--- src/hw/rtl/orhb_pkg.sv ---
// Shared constants and types for the overwriting ring history buffer.
package orhb_pkg;

  localparam int DEPTH    = 32;
  localparam int IDX_W    = (DEPTH > 1) ? $clog2(DEPTH) : 1;
  localparam int SAMPLE_W = 16;
  localparam int COUNT_W  = 6;
  localparam int OP_W     = 2;

  typedef logic [IDX_W-1:0]    idx_t;
  typedef logic [SAMPLE_W-1:0] sample_t;
  typedef logic [COUNT_W-1:0]  count_t;

  typedef enum logic [OP_W-1:0] {
    OP_ADD      = 2'd0,
    OP_READ_ALL = 2'd1,
    OP_READ_NEW = 2'd2,
    OP_NOP      = 2'd3
  } op_t;

  localparam idx_t LAST_IDX = idx_t'(DEPTH - 1);

  // Next slot in the ring, wrapping after the last slot.
  function automatic idx_t ring_next(input idx_t idx);
    ring_next = (idx == LAST_IDX) ? '0 : idx_t'(idx + 1'b1);
  endfunction

  // Number of slots walked from 'from' up to but not including 'to'.
  function automatic idx_t ring_span(input idx_t from, input idx_t to);
    logic [IDX_W:0] span;
    if (to >= from) begin
      span = {1'b0, to} - {1'b0, from};
    end else begin
      span = (IDX_W+1)'(DEPTH) - {1'b0, from} + {1'b0, to};
    end
    ring_span = span[IDX_W-1:0];
  endfunction

endpackage

--- src/hw/rtl/orhb_if.sv ---
// Valid/ready channel interfaces for requests and read results.
interface orhb_req_if;
  import orhb_pkg::*;

  logic            valid;
  logic            ready;
  logic [OP_W-1:0] operation;
  sample_t         sample;

  modport source (output valid, output operation, output sample, input ready);
  modport sink   (input valid, input operation, input sample, output ready);
endinterface

interface orhb_rsp_if;
  import orhb_pkg::*;

  logic    valid;
  logic    ready;
  sample_t value;
  count_t  run_count;
  logic    is_last;
  logic    is_empty;

  modport source (output valid, output value, output run_count, output is_last,
                  output is_empty, input ready);
  modport sink   (input valid, input value, input run_count, input is_last,
                  input is_empty, output ready);
endinterface

--- src/hw/rtl/orhb_store.sv ---
// Sample store: one write port, one read port with registered read data.
module orhb_store (
  input  logic              clk,
  input  logic              wr_en,
  input  orhb_pkg::idx_t    wr_addr,
  input  orhb_pkg::sample_t wr_data,
  input  logic              rd_en,
  input  orhb_pkg::idx_t    rd_addr,
  output orhb_pkg::sample_t rd_data
);
  import orhb_pkg::*;

  sample_t mem [DEPTH];

  // write port
  always_ff @(posedge clk) begin
    if (wr_en) begin
      mem[wr_addr] <= wr_data;
    end
  end

  // read port, data held while not enabled
  always_ff @(posedge clk) begin
    if (rd_en) begin
      rd_data <= mem[rd_addr];
    end
  end

endmodule

--- src/hw/rtl/overwriting_ring_history_buffer.sv ---
// Top level of the overwriting ring history buffer.
//
// Usage: requests arrive on 'req' (operation, sample); read results leave on
// 'rsp' (value, run_count, is_last, is_empty). Both are valid/ready channels.
// An add produces nothing; adds sustain one per cycle while no read run is
// being issued. After a read is taken, the block streams its run from the
// store at one result per cycle while the receiver keeps up, and takes no
// request until the last store read of the run has been issued. The first
// result passes from the stream state through the store read port and the
// output register. While the run drains, new adds are already accepted.
// If the receiver stalls, the read data stage and output register hold
// and the stream pauses; nothing is dropped.
// Reset clears the head, tail and read mark, and all valid flags; the
// store contents are left as they are and never read before written.
module overwriting_ring_history_buffer (
  input  logic        clk,
  input  logic        rst,
  orhb_req_if.sink    req,
  orhb_rsp_if.source  rsp
);
  import orhb_pkg::*;

  typedef enum logic {ST_IDLE, ST_STREAM} state_t;

  state_t  state;
  idx_t    head;
  idx_t    tail;
  idx_t    rmark;
  idx_t    pos;
  idx_t    remaining;
  idx_t    run_total;
  logic    run_empty;

  // read data stage
  logic    s1_valid;
  logic    s1_last;
  logic    s1_empty;
  idx_t    s1_count;

  // output register
  logic    out_valid;
  sample_t out_value;
  count_t  out_count;
  logic    out_last;
  logic    out_empty;

  sample_t rd_data;
  logic    accept;
  logic    out_load;
  logic    s1_free;
  logic    issue;
  logic    issue_last;
  logic    wr_en;
  idx_t    start;
  idx_t    span;
  idx_t    tail_next;
  op_t     op;

  assign op        = op_t'(req.operation);
  assign req.ready = (state == ST_IDLE);
  assign accept    = req.valid && req.ready;

  assign out_load   = s1_valid && (!out_valid || rsp.ready);
  assign s1_free    = !s1_valid || out_load;
  assign issue      = (state == ST_STREAM) && s1_free;
  assign issue_last = run_empty || (remaining == idx_t'(1));

  assign wr_en     = accept && (op == OP_ADD);
  assign tail_next = ring_next(tail);
  assign start     = (op == OP_READ_ALL) ? head : rmark;
  assign span      = ring_span(start, tail);

  orhb_store u_store (
    .clk     (clk),
    .wr_en   (wr_en),
    .wr_addr (tail),
    .wr_data (req.sample),
    .rd_en   (issue && !run_empty),
    .rd_addr (pos),
    .rd_data (rd_data)
  );

  // ring pointers and stream sequencer
  always_ff @(posedge clk) begin
    if (rst) begin
      state <= ST_IDLE;
      head  <= '0;
      tail  <= '0;
      rmark <= '0;
    end else begin
      case (state)
        ST_IDLE: begin
          if (accept) begin
            case (op)
              OP_ADD: begin
                tail <= tail_next;
                if (tail_next == head) begin
                  head <= ring_next(head);
                end
              end
              OP_READ_ALL, OP_READ_NEW: begin
                rmark <= tail;
                state <= ST_STREAM;
              end
              default: ;
            endcase
          end
        end
        ST_STREAM: begin
          if (issue && issue_last) begin
            state <= ST_IDLE;
          end
        end
        default: state <= ST_IDLE;
      endcase
    end
  end

  // run bookkeeping (payload, no reset)
  always_ff @(posedge clk) begin
    if (accept && (op == OP_READ_ALL || op == OP_READ_NEW)) begin
      pos       <= start;
      remaining <= span;
      run_total <= span;
      run_empty <= (span == '0);
    end else if (issue) begin
      pos       <= ring_next(pos);
      remaining <= idx_t'(remaining - 1'b1);
    end
  end

  // read data stage flags
  always_ff @(posedge clk) begin
    if (rst) begin
      s1_valid <= 1'b0;
    end else if (issue) begin
      s1_valid <= 1'b1;
    end else if (out_load) begin
      s1_valid <= 1'b0;
    end
  end

  always_ff @(posedge clk) begin
    if (issue) begin
      s1_last  <= issue_last;
      s1_empty <= run_empty;
      s1_count <= run_total;
    end
  end

  // output register
  always_ff @(posedge clk) begin
    if (rst) begin
      out_valid <= 1'b0;
    end else if (out_load) begin
      out_valid <= 1'b1;
    end else if (rsp.ready) begin
      out_valid <= 1'b0;
    end
  end

  always_ff @(posedge clk) begin
    if (out_load) begin
      out_value <= s1_empty ? '0 : rd_data;
      out_count <= COUNT_W'(s1_count);
      out_last  <= s1_last;
      out_empty <= s1_empty;
    end
  end

  assign rsp.valid     = out_valid;
  assign rsp.value     = out_value;
  assign rsp.run_count = out_count;
  assign rsp.is_last   = out_last;
  assign rsp.is_empty  = out_empty;

endmodule

--- src/flat_wrapper.sv ---
// flat-port wrapper written by rule: the top's interface ports become plain ports
module overwriting_ring_history_buffer_flat import orhb_pkg::*;
  (clk, rst, req_valid, req_operation, req_sample, req_ready, rsp_valid, rsp_value, rsp_run_count, rsp_is_last, rsp_is_empty, rsp_ready);
  orhb_req_if req_i ();
  orhb_rsp_if rsp_i ();
  input  logic clk;
  input  logic rst;
  input wire logic [$bits(req_i.valid)-1:0] req_valid;
  input wire logic [$bits(req_i.operation)-1:0] req_operation;
  input wire logic [$bits(req_i.sample)-1:0] req_sample;
  output wire logic [$bits(req_i.ready)-1:0] req_ready;
  output wire logic [$bits(rsp_i.valid)-1:0] rsp_valid;
  output wire logic [$bits(rsp_i.value)-1:0] rsp_value;
  output wire logic [$bits(rsp_i.run_count)-1:0] rsp_run_count;
  output wire logic [$bits(rsp_i.is_last)-1:0] rsp_is_last;
  output wire logic [$bits(rsp_i.is_empty)-1:0] rsp_is_empty;
  input wire logic [$bits(rsp_i.ready)-1:0] rsp_ready;
  assign req_i.valid = req_valid;
  assign req_i.operation = req_operation;
  assign req_i.sample = req_sample;
  assign req_ready = req_i.ready;
  assign rsp_valid = rsp_i.valid;
  assign rsp_value = rsp_i.value;
  assign rsp_run_count = rsp_i.run_count;
  assign rsp_is_last = rsp_i.is_last;
  assign rsp_is_empty = rsp_i.is_empty;
  assign rsp_i.ready = rsp_ready;
  overwriting_ring_history_buffer u_core (.clk(clk), .rst(rst), .req(req_i), .rsp(rsp_i));
endmodule
--- config.mk ---
export PLATFORM = sky130hd
export DESIGN_NAME = overwriting_ring_history_buffer_flat
export DESIGN_NICKNAME = d
export VERILOG_FILES = /design/src/hw/rtl/orhb_pkg.sv /design/src/hw/rtl/orhb_if.sv /design/src/hw/rtl/orhb_store.sv /design/src/hw/rtl/overwriting_ring_history_buffer.sv /design/src/flat_wrapper.sv
export SDC_FILE = /design/constraint.sdc
export NUM_CORES = 1
export LEC_CHECK = 0
export BUFFER_PORTS_ARGS = -buffer_cell sky130_fd_sc_hd__buf_2
export CORE_ASPECT_RATIO = 0.7
export CORE_MARGIN = 2
export CORE_UTILIZATION = 50
export CTS_CLUSTER_DIAMETER = 80
export DETAILED_ROUTE_END_ITERATION = 10
export PLACE_DENSITY = 0.75
export RECOVER_POWER = 25
export SETUP_SLACK_MARGIN = 0.1
export SLEW_MARGIN = 20
export SYNTH_ARGS = -nofsm -noshare
export SYNTH_HDL_FRONTEND = slang
export SYNTH_SLANG_ARGS = --single-unit
--- constraint.sdc ---
create_clock -name clk -period 6.6 [get_ports clk]
set_clock_uncertainty 0.1 [all_clocks]
set_input_delay 0.99 -clock clk [delete_from_list [all_inputs] [get_ports clk]]
set_output_delay 0.99 -clock clk [all_outputs]
set_load 0.005 [all_outputs]
==> results of run 1 <==
-- layout make-up --
class	instances	area, um^2
Clock buffer	62	1380
Tap cell	603	754.5
Clock inverter	33	237.7
Multi-Input combinational cell	399	5195
Inverter	15	56.30
Timing Repair Buffer	52	284.0
Sequential cell	592	17600
Fill cell	3292	19710
-- registers in the layout (all words and copies together), names as in the netlist --
register and cells:
u_core.pos 5, u_core.u_store.rd_data 16, u_core.rsp.run_count 5, u_core.run_total 5, u_core.rsp.is_empty 1, u_core.s1_valid 1
u_core.remaining 5, u_core.rsp.valid 1, u_core.u_store.mem 512, u_core.state 1, u_core.head 5, u_core.s1_empty 1
u_core.s1_count 5, u_core.rmark 5, u_core.run_empty 1, u_core.rsp.value 16, u_core.rsp.is_last 1, u_core.s1_last 1
u_core.tail 5
-- cells in the mapped netlist (5+ instances only) --
library cell  instances
nand3_1               5
o21ai_0               7
nor3_1                8
nor2b_1              20
mux2i_1               7
nand2_1              36
nand3b_1              5
mux4_2              160
and3_1                5
inv_1                15
buf_4                 9
nor2_1               54
a21oi_1              22
dfxtp_1              18
edfxtp_1            574
mux2_2               17
buf_1                 6
xnor2_1               9
ha_1                 17
clkbuf_1             31
-- metrics by stage --
step                setup WS [ns]  utilization, %  area [um^2]  total power [W]
finish                      3.156           56.40        25500         0.007838
global route                2.955           56.40        25500         0.008053
CTS                         3.135           56.43        25520         0.007867
detailed placement          3.037           52.85        23900         0.004986
global placement            3.074           52.85        23900         0.004977
floorplan                   3.420               -        23020         0.004725
-- power by group --
part | total, W | leakage [nW] | switching, W | internal, W
clock | 0.00292 | 0.796 | 0.00131 | 0.00161
combinational | 0.000723 | 1.82 | 0.000407 | 0.000316
sequential | 0.00420 | 5.32 | 0.0000280 | 0.00417
-- path summary, 6_finish.rpt --
| path | startpoint | endpoint | slack [ns] | cells after the start |
|---|---|---|---|---|
| worst max register to register | u_core.pos[0] | u_core.u_store.rd_data[7] | 3.16 | 5 |
| worst min register to register | u_core.s1_count[2] | u_core.rsp.run_count[2] | 0.32 | 0 |
| worst max-delay path | u_core.pos[0] | u_core.u_store.rd_data[7] | 3.16 | 5 |
| worst min-delay path | u_core.s1_count[2] | u_core.rsp.run_count[2] | 0.32 | 0 |
-- logic make-up (layout without fill, tap and decap cells) --
family | Yosys count | in the layout | synth area share (%)
flip-flops | 592 | 592 | 76.46
adder cells (fa/ha/maj) | 18 | 18 | 0.9676
buffers and inverters | 67 | 162 | 1.354
other | 1 | 1 | 0.01629
AND/OR/NAND/NOR | 144 | 144 | 2.936
AO/OA/AOI/OAI | 39 | 39 | 0.9840
XOR/XNOR | 13 | 13 | 0.4947
multiplexers | 184 | 184 | 16.79
-- critical path: cells and delay by family, from the launching register on --
kind	cells	cell delay (ns)
mux	3	1.49
flops	1	0.32
buf+inv	2	0.94
-- layer usage --
layer	global-route usage (%)	vias to the layer above
met5	0	-
met4	3.429	0
met3	8.905	54
met2	28.89	678
met1	35.08	5778
li1	-	4474
==> impl_metrics.tcl, run 1 <==
set metrics [dict create \
    violations "max-capacitance violations, max-slew violations" \
    wl_um 51530 \
    pin_count 48 \
    fmaxAchievable_mhz 290.3 \
    met1_length_um 21940 \
    yosysUniqueCellTypes 41 \
    slowest_stage "mux4_2" \
    finalSetupViolCount 0 \
    slew_violations 429 \
    postRouteAntennaNets 0 \
    worstPathCellList "buf_4 > buf_12 > mux4_2 > mux4_2 > mux2_2" \
    period_needed_ns 3.444 \
    cts_hold_buf 0 \
    status "finished, violations left" \
    timing.hold.ws_ns 0.3221 \
    met2WireLength_um 21010 \
    drc 0 \
    clock_latency_ns 0.58 \
    cap_violations 13 \
    finalCritPeriodShare_pct 52.19 \
    cts_max_path_buffers 3 \
    yosys.area.top_type_share_pct 74.89 \
    tightest_slew_ns 1.845 \
    cp_max_fo 113 \
    slew_headroom_pct -22.99 \
    fin_setup_tns_ns 0 \
    ys_seq_area_share_pct 76.46 \
    die_x_um 260.4 \
    first_pass_iters 5 \
    final_common_cell "edfxtp_1" \
    via_per_inst 6.255 \
    die_height_um 183.5 \
    path_clk_slew_ns 0.06 \
    endpoint_kind "flip-flop" \
    cts_inserted_buffers 52 \
    cts_num_sinks 592 \
    cp.arrival_ns 3.65 \
    p_leak_nw 7.942 \
    drive_gt1_share_pct 28.45 \
    globalRouteTotalUtil_pct 22.02 \
    num_antenna_cells 0 \
    worstSetupStartpointType "flip-flop" \
    yosys_most_used_dff "edfxtp_1" \
    rsz0062_at_grt "false" \
    p_per_area_nw_per_um2 307.3 \
    vdd_drop_max_uv 246.4 \
    final_nets 1151 \
    core_area_um2 45220 \
    netlist_top_cells_area "edfxtp_1 (75%), mux4_2 (16%), dfxtp_1 (1.6%)" \
    port-buffer-count 46 \
    max_stage_delay_ns 0.66 \
    hold_path.class "reg -> reg" \
    critPathKind "reg -> reg" \
    grt_pass1_vias 10540 \
    hold_viol_final 0 \
    yosys_warnings 0 \
    final_cells 1756 \
    start_util_pct 50.90 \
    die_area_um2 47790 \
    syn_inst 1058 \
    critPathRequiredTime_ns 6.80 \
    antenna_found_initial 5 \
    path_common_cell "mux4_2" \
    highest_layer "met4" \
    cts_resized 0 \
    drt-wirelength-per-cell_um 29.34 \
    wl_met3_um 7876 \
    rows 65 \
    ys_ff_latch 592 \
    drt_iter0_drc 1521 \
    dp_cells 1661 \
    htreeDepth 2 \
    netlist_area_um2 23020 \
    synth_area_per_cell_um2 21.75 \
    synthArstFlopShare_pct 0 \
    yosys.area.top_type "edfxtp_1" \
    overflow 0 \
    dp_hpwl_um 31180 \
    cts_tree "yes" \
    routabilityCongestion 0.8327 \
    area_growth_pct 10.81 \
    synth_nets 1097 \
    vias 10980 \
    grt_pass1_wl_um 74580 \
    root_buffer "clkbuf_16" \
    grt_max_degree 132 \
    final_cell_mix "edfxtp_1 (574), mux4_2 (160), clkbuf_16 (53), nand2_1 (36), buf_2 (33)" \
    synth_edf_count 574 \
    cts_setup_buffers 0 \
]
No activity file was read; power rests on OpenSTA's default activity.
==> run 2, diff against run 1 <==
Settings changed: PLACE_DENSITY 0.75 to 0.77.
Clock period 6.6 ns to 3.1 ns, I/O delays scaled along.
==> impl_metrics.tcl, run 2 (synthesized netlist as in run 1, its figures left out) <==
set metrics [dict create \
    status "finished clean" \
    area_growth_pct 13.70 \
    first_pass_iters 5 \
    dp_hpwl_um 29820 \
    finalCritPeriodShare_pct 88.84 \
    wl_met3_um 5902 \
    finalSetupViolCount 0 \
    postRouteAntennaNets 0 \
    htreeDepth 2 \
    cts_tree "yes" \
    worstPathCellList "ha_1 > and3_1 > ha_2 > nor3_1 > nor4_1 > nand4_1 > or4_1 > a21oi_1" \
    cts_setup_buffers 0 \
    drive_gt1_share_pct 31.63 \
    worst_slack_ns 0.3459 \
    placed_cell_area_um2 24520 \
    reg2reg_from "u_core.tail[1]" \
    cts_inserted_buffers 51 \
    vdd_drop_max_uv 474.9 \
    finalPower_w 0.01672 \
    top_register "u_core.u_store.mem" \
    cp_top_family "simple AND/OR/NAND/NOR gates" \
    final_cell_mix "edfxtp_1 (574), mux4_2 (160), clkbuf_16 (53), buf_4 (46), nand2_1 (36)" \
    fin_area_um2 26170 \
    p_leak_nw 8.309 \
    path_clk_slew_ns 0.07 \
    cts_hold_buf 0 \
    drc 0 \
    largest_reg_flops 512 \
    antenna_found_initial 6 \
    endpoint_kind "flip-flop" \
    worstSetupStartpointType "flip-flop" \
    pre_cts_ws_ns 0.2616 \
    hold_path.class "in -> reg" \
    clock_latency_ns 0.58 \
    cp_max_fo 11 \
    fillCellCount 3197 \
    rsz0062_at_grt "false" \
    critPathKind "reg -> reg" \
    grt_pass1_vias 11150 \
    met2WireLength_um 22930 \
    grt_max_degree 40 \
    die_height_um 183.5 \
    slowest_stage "or4_1" \
    pin_count 48 \
    max_stage_delay_ns 0.53 \
    hold_viol_final 0 \
    crit_start "u_core.tail[1]" \
    num_antenna_cells 0 \
    final_core_util_pct 57.87 \
    overflow 0 \
    tightest_slew_ns 1.356 \
    die_x_um 260.4 \
    port-buffer-count 46 \
    rows 65 \
    final_nets 1208 \
    cap_violations 0 \
    period_needed_ns 2.754 \
    wl_um 50230 \
    slew_violations 0 \
    routabilityCongestion 0.7892 \
    cp.arrival_ns 3.16 \
    final_common_cell "edfxtp_1" \
    vias 10990 \
    core_area_um2 45220 \
    root_buffer "clkbuf_16" \
    critPathRequiredTime_ns 3.50 \
    cts_max_path_buffers 3 \
    p_per_area_nw_per_um2 638.8 \
    fin_setup_tns_ns 0 \
    grt_pass1_wl_um 73900 \
    fmaxAchievable_mhz 363.1 \
    hold_start "rsp_ready" \
    die_area_um2 47790 \
    via_per_inst 6.057 \
    met1_length_um 20640 \
    crit_buf_inv 0 \
    slew_headroom_pct 9.609 \
    start_util_pct 50.90 \
    drt_iter0_drc 1611 \
    globalRouteTotalUtil_pct 21.63 \
    highest_layer "met5" \
    drt-wirelength-per-cell_um 27.69 \
    cts_num_sinks 592 \
]
## run 2: final cells by class
type,instances,area (um^2),area share (%)
Clock buffer,58,1345,5.140
Clock inverter,37,306.5,1.171
Inverter,15,56.30,0.2152
Multi-Input combinational cell,399,5187,19.82
Sequential cell,592,17600,67.25
Tap cell,603,754.5,2.883
Timing Repair Buffer,110,919.6,3.514
## run 2: worst reg2reg max path, stage by stage (launching register included)
cell     delay (ns)
dfxtp_2        0.42
ha_1           0.27
and3_1         0.20
ha_2           0.29
nor3_1         0.07
nor4_1         0.38
nand4_1        0.29
or4_1          0.53
a21oi_1        0.15
## run 2: final timing paths
check / end / slack, ns / cells after the start
worst max-delay path: u_core.head[0] / 0.35 / 8
worst min-delay path: u_core.rsp.valid / 0.13 / 4
worst max register to register: u_core.head[0] / 0.35 / 8
worst min register to register: u_core.rsp.run_count[4] / 0.32 / 0
## run 2: layer usage
metal  track usage, %  up-vias
li1                 -     4588
met1            32.30     5758
met2            31.83      567
met3            6.769       64
met4            4.297       10
met5                0        -
## run 2: where the power goes
part           switching, W  leakage (nW)  internal (W)  total, W
combinational      0.000745          2.18      0.000738   0.00148
sequential        0.0000435          5.32       0.00887   0.00891
clock               0.00279         0.801       0.00353   0.00632
## run 2: repair_timing
action / CTS / global route
hold endpoints to repair: 0 / 0
endpoints found under the setup margin: 0 / 4
gates resized for setup: 0 / 3
## run 2: stage by stage
step           hold WS (ns)  instances
5_1_grt              0.1513       1814
3_5_place_dp         0.3064       1719
6_report             0.1295       1814
4_1_cts             0.08289       1814
2_1_floorplan        0.3003       1058
3_3_place_gp         0.3019       1719
==> run 3, diff against run 2 <==
Settings changed: REMOVE_ABC_BUFFERS set to 1.
==> impl_metrics.tcl, run 3 (synthesized netlist as in run 1, its figures left out) <==
set metrics [dict create \
    path_clk_slew_ns 0.07 \
    reg2reg_slack_ns 0.34 \
    period_needed_ns 2.760 \
    slew_violations 0 \
    wl_um 48210 \
    drt_iter0_drc 1307 \
    fillCellCount 3216 \
    core_area_um2 45220 \
    reg2regPathDepth 8 \
    hold_start "rsp_ready" \
    top_register "u_core.u_store.mem" \
    cts_hold_buf 0 \
    critPathRequiredTime_ns 3.53 \
    clock_latency_ns 0.59 \
    antenna_found_initial 0 \
    globalRouteTotalUtil_pct 20.72 \
    root_buffer "clkbuf_16" \
    slew_headroom_pct 11.17 \
    num_antenna_cells 0 \
    pin_count 48 \
    timing.hold.ws_ns 0.09974 \
    worstHoldPathCells 4 \
    max_stage_delay_ns 0.53 \
    area_growth_pct 13.07 \
    rsz0062_at_grt "false" \
    routabilityCongestion 0.7975 \
    worstSetupStartpointType "flip-flop" \
    endpoint_kind "flip-flop" \
    cts_num_sinks 592 \
    slowest_stage "or4_1" \
    die_area_um2 47790 \
    worstPathCellList "ha_1 > and3_1 > ha_2 > nor3_1 > nor4_2 > nand4_1 > or4_1 > a21oi_1" \
    drive_gt1_share_pct 31.30 \
    cap_violations 0 \
    cts_tree "yes" \
    cts_inserted_buffers 51 \
    reg2reg_from "u_core.tail[0]" \
    fmaxAchievable_mhz 362.4 \
    multiInputGateArea_um2 5206 \
    via_per_inst 6.082 \
    rows 65 \
    drc 0 \
    grt_pass1_wl_um 71370 \
    hold-path-endpoint "u_core.rsp.valid" \
    cts_max_path_buffers 3 \
    drt-wirelength-per-cell_um 26.77 \
    postRouteAntennaNets 0 \
    hold_path.class "in -> reg" \
    fin_area_um2 26020 \
    port-buffer-count 46 \
    grt_pass1_vias 10880 \
    die_height_um 183.5 \
    vias 10950 \
    overflow 0 \
    vdd_drop_max_uv 438.8 \
    worstReg2RegEnd "u_core.head[0]" \
    htreeDepth 2 \
    final_nets 1202 \
    p_per_area_nw_per_um2 629.4 \
    die_x_um 260.4 \
    final_common_cell "edfxtp_1" \
    start_util_pct 50.90 \
    finalCritPeriodShare_pct 89.02 \
    pre_cts_ws_ns 0.2339 \
    cp.arrival_ns 3.19 \
    cp_top_family "simple AND/OR/NAND/NOR gates" \
    final_cell_mix "edfxtp_1 (574), mux4_2 (160), clkbuf_16 (52), buf_4 (41), nand2_1 (36)" \
    finalSetupViolCount 0 \
    p_leak_nw 8.226 \
    status "finished clean" \
    cp_max_fo 11 \
    seq_area_um2 17600 \
    worst_slack_ns 0.3403 \
    first_pass_iters 7 \
    critPathKind "reg -> reg" \
    placed_cell_area_um2 24470 \
    dp_hpwl_um 27510 \
    fin_setup_tns_ns 0 \
    crit_buf_inv 0 \
    largest_reg_flops 512 \
    hold_viol_final 0 \
    grt_max_degree 40 \
    tightest_slew_ns 1.333 \
]
[run 3: changes by cell type in the layout (fill, tap and decap cells not counted), moves of 2 or more]
cell	before	now
buf_4	46	41
clkbuf_1	18	22
nor2_1	26	21
clkinv_1	17	12
dfxtp_1	16	18
dfxtp_2	2	0
nor2_2	28	33
clkinvlp_4	4	1
bufinv_16	5	3
[run 3: report_power, final]
part	internal [W]	switching [W]	total (W)	leakage, nW
combinational	0.000719	0.000715	0.00143	2.15
clock	0.00331	0.00273	0.00604	0.757
sequential	0.00887	0.0000357	0.00891	5.32
[run 3: per-layer routing]
layer	part of all wire, %	wire, um	track usage, %
met4	2.2	1064	5.486
met1	42	20440	30.72
met2	47	22770	31.86
met3	8.2	3934	4.191
met5	0	0	0
[run 3: layout make-up]
| type | instances | share of cell area (%) |
|---|---|---|
| clock buffer | 62 | 5.144 |
| clock inverter | 26 | 0.7981 |
| inverter | 15 | 0.2164 |
| multi-input combinational | 399 | 20.01 |
| sequential | 592 | 67.62 |
| tap | 603 | 2.899 |
| timing repair buffer | 104 | 3.317 |
[run 3: what timing repair did]
item / CTS / global route
setup endpoints to repair: 0 / 4
gates resized for setup: 0 / 2
buffers inserted: 0 / 2
[run 3: how the worst max path moves through the flow]
stage / slack (ns) / startpoint / cells past startpoint / end
5_1_grt: 0.08 / u_core.tail[0] / 8 / u_core.head[0]
6_report: 0.34 / u_core.tail[0] / 8 / u_core.head[0]
3_5_place_dp: 0.23 / req_operation[1] / 10 / u_core.run_empty
3_3_place_gp: 0.30 / req_operation[1] / 10 / u_core.run_empty
4_1_cts: 0.22 / u_core.tail[0] / 8 / u_core.head[0]
2_1_floorplan: -3.70 / u_core.pos[0] / 3 / u_core.u_store.rd_data[0]
[run 3: worst register-to-register path: cells and delay by family (launching register included)]
kind / cells / cell delay [ns]
fa+ha+maj: 2 / 0.56
compound gates: 1 / 0.14
simple gates: 5 / 1.39
flops: 1 / 0.50
[run 3: per-stage QoR]
stage                     power, W  instances  util [%]
after global routing       0.01689       1801     57.55
after global placement     0.01048       1711     54.11
after CTS                  0.01650       1799     57.53
final                      0.01638       1801     57.55
after detailed placement   0.01052       1711     54.11
after floorplan            0.01015       1006         -
